<file path="config.mk">
export PLATFORM = sky130hd
export DESIGN_NAME = asmr_alu
export DESIGN_NICKNAME = d
export VERILOG_FILES = /design/src/design/asmr_alu.sv
export SDC_FILE = /design/constraint.sdc
export NUM_CORES = 1
export LEC_CHECK = 0
export BUFFER_PORTS_ARGS = -buffer_cell sky130_fd_sc_hd__buf_4
export CORE_MARGIN = 2
export CORE_UTILIZATION = 30
export DETAILED_ROUTE_END_ITERATION = 8
export GPL_TIMING_DRIVEN = 1
export PLACE_DENSITY = 0.64
export SYNTH_ARGS = -nofsm -noshare
export SYNTH_HDL_FRONTEND = slang
export SYNTH_SLANG_ARGS = --single-unit
</file>
<file path="constraint.sdc">
create_clock -name vclk -period 3.75
set_clock_uncertainty 0.15 [all_clocks]
set_input_delay 0.75 -clock vclk [all_inputs]
set_output_delay 0.75 -clock vclk [all_outputs]
set_load 0.1 [all_outputs]
</file>
<file path="src/design/asmr_alu.sv">
`default_nettype none

module asmr_alu #(
    parameter int WIDTH = 49
) (
    input  wire logic [WIDTH-1:0] i_a,
    input  wire logic [WIDTH-1:0] i_b,
    input  wire logic             i_cin,
    output logic      [WIDTH:0]   o_sum
);
    // The carry out doubles as the no-borrow flag when i_b is inverted.
    assign o_sum = {1'b0, i_a} + {1'b0, i_b} + {{WIDTH{1'b0}}, i_cin};
endmodule

`default_nettype wire

</file>
==> impl_metrics.csv <==
group,metric,value,unit
grt,grt_overflow_total,0,
critical_path,crit_arrival,3450,ps
route,routed_wl,13500,um
timing,fin_crit_sh,116,%
timing,setup_violations,36,
critical_path,worst_setup_path_end_kind,"output pin",
synthesis,synth.most_common_cell,"a21oi_1",
worst_hold_path,hp-start,"i_b[48]",
run_status,status,"complete, but fails checks",
grt,antenna_found_initial,0,
grt,grt_use_total,24.5,%
synthesis,netlist_area,0.00284,mm2
cells_and_area,seqCellArea,0,um2
route,num_vias,4462,
cells_and_area,drive_above_1_share,64.4,%
cells_and_area,seq_cell_count,0,
synthesis,yosysWarnings,0,
synthesis,postSynthAreaPerCell,6.92,um2
timing,drv_slew,0,
route,drt_first_pass_iters,4,
cells_and_area,n_antenna_cell,0,
flow_run,cap_violations,0,
synthesis,syn_nets,560,
power_and_ir_drop,static-leakage-power,0.00338,uW
cells_and_area,syn_to_final_growth,157,%
place,hpwl,10500,um
critical_path,crit_required,2850,ps
synthesis,ys_seq_area_share,0,%
timing,worst_slew_pin_slew,556,ps
critical_path,path_max_fanout,4,
floorplanning,die_h,101,um
clocking,cts_hold_buf,0,
floorplanning,dieArea,0.0103,mm2
timing,fin_ws,-598,ps
timing,holdWs,1910,ps
place,post-place-ws,-824,ps
critical_path,cpMaxStageDelayCell,"fa_2",
synthesis,synthDominantCellAreaShare,21.1,%
grt,grt_max_degree,11,
floorplanning,row_count,35,
timing,period_minus_slack,4350,ps
cells_and_area,multi_input_area,0.00399,mm2
synthesis,synth_common_cells,"a21oi_1 (62), ha_1 (48), nand2_1 (39), nor2_1 (27), xnor2_1 (27)",
cells_and_area,clock_buffers,0,
floorplanning,initial_core_util,30.8,%
worst_hold_path,holdPathEnd,"o_sum[48]",
worst_hold_path,hp-class,"input pin to output pin",
cells_and_area,nNetsFinal,882,
critical_path,critPathKind,"input pin to output pin",
synthesis,ys_top_cells_by_area,"ha_1 (21%), a21oi_1 (11%), xnor2_1 (8.3%), a21o_1 (5.5%), xor2_1 (5.2%)",
floorplanning,coreArea,0.00924,mm2
route,drtAntennaViolNets,0,
synthesis,synth_cell_types,53,
grt,grt_pass1_wl,20900,um
route,routed_via_density,5.19,
critical_path,cp-start-kind,"input pin",
place,gp_congestion,0.899,
critical_path,critPathMaxStageDelay,390,ps
timing,fmax,230,MHz
grt,grt_pass1_vias,4650,
power_and_ir_drop,power.density,364,mW/mm2
synthesis,yosys.area.top_type,"ha_1",
power_and_ir_drop,peakVddDrop,0.219,mV
cells_and_area,fillers,578,
floorplanning,pin_count,149,
floorplanning,die_w,101,um
timing,grt_setup_unrepaired,"yes",
route,drc,0,
route,wire_per_inst,15.7,um
timing,relSlewSlack,62.5,%
critical_path,crit_chain,"buf_8 > inv_8 > fa_2 > fa_2 > and2b_4 > o211ai_4 > a31oi_4 > a21oi_4 > o21ai_4 > a31oi_4 > or2_4 > o21ai_4 > xor2_4 > buf_12",
worst_hold_path,min_path_cells,4,
timing,hold_violations,0,
place,io_buffers,149,
route,drt-initial-drc-count,168,
run_status,violations,"setup timing",
synthesis,syn_inst,411,
==> how the worst max path moves through the flow <==
| stage | from | to | slack, ps | cells past startpoint |
|---|---|---|---|---|
| floorplan | i_a[0] | o_sum[34] | -870 | 12 |
| global placement | i_a[0] | o_sum[46] | -750 | 14 |
| detailed placement | i_a[0] | o_sum[46] | -820 | 14 |
| CTS | i_b[0] | o_sum[38] | -650 | 14 |
| global route | i_a[0] | o_sum[38] | -690 | 14 |
| finish | i_a[0] | o_sum[38] | -600 | 14 |
==> repair_timing <==
action	in CTS	in global routing
pin swaps	44	47
gates resized for setup	148	60
setup endpoints to repair	36	41
setup buffers	15	16
==> layer usage <==
layer	up-vias	wire, um	part of all wire, %	GRT usage (%)
met3	43	521	3.8	1.38
met1	2116	5300	39	30.0
met5	-	0	0	0
li1	2158	-	-	-
met2	145	7280	54	46.6
met4	0	433	3.2	6.03
==> worst max-delay path: cells and delay by family <==
family | cells | cell delay (ps)
adder cells (fa/ha/maj) | 2 | 740
AND/OR/NAND/NOR | 2 | 540
XOR/XNOR | 1 | 200
AO/OA/AOI/OAI | 6 | 890
buffers and inverters | 3 | 310
==> logic make-up (layout without fill, tap and decap cells) <==
| group | Yosys count | count (layout) | synth area share [%] |
|---|---|---|---|
| AOI/OAI and AO/OA | 156 | 156 | 36.1 |
| and+or+nand+nor | 131 | 131 | 23.7 |
| adders and majority gates | 50 | 50 | 22.5 |
| xor gates and xnor gates | 44 | 44 | 13.6 |
| buffers and inverters | 30 | 350 | 4.18 |
==> stage by stage <==
stage	util, %	setup TNS, ps	power [uW]	cell area, um2	cells
global placement	67.1	-13250	2190	6200	837
CTS	74.8	-12490	2540	6910	845
finish	79.2	-12130	2660	7320	860
detailed placement	67.1	-14700	2210	6200	837
floorplan	-	-13210	1590	3770	411
global route	79.2	-15610	2770	7320	860
==> cell usage in the layout (no fill, tap or decap), drive strengths merged, types with 3 or more instances in the layout <==
cell type / Yosys / routed
a211oi: 4 / 4
a21o: 21 / 21
a21oi: 64 / 64
a31oi: 8 / 8
and3: 3 / 3
buf: 5 / 337
ha: 48 / 48
inv: 13 / 13
nand2: 40 / 40
nand2b: 4 / 4
nand3: 11 / 11
nand4: 14 / 14
nand4b: 3 / 3
nor2: 27 / 27
nor2b: 7 / 7
nor3: 4 / 4
nor3b: 3 / 3
o211ai: 7 / 7
o21a: 8 / 8
o21ai: 25 / 25
o21bai: 5 / 5
o31ai: 3 / 3
or3: 4 / 4
xnor2: 27 / 27
xor2: 17 / 17
==> layout make-up <==
class | count | share of cell area, %
inverters | 13 | 0.803
multi-input cells | 381 | 54.5
well taps | 129 | 2.20
repair buffers | 337 | 42.5
==> where the power goes <==
part           internal, uW  total, uW  switching [uW]
sequential                0          0               0
combinational          1080       2660            1580
clock                     0          0               0
total                  1080       2660            1580
No activity file was read; power rests on OpenSTA's default activity.
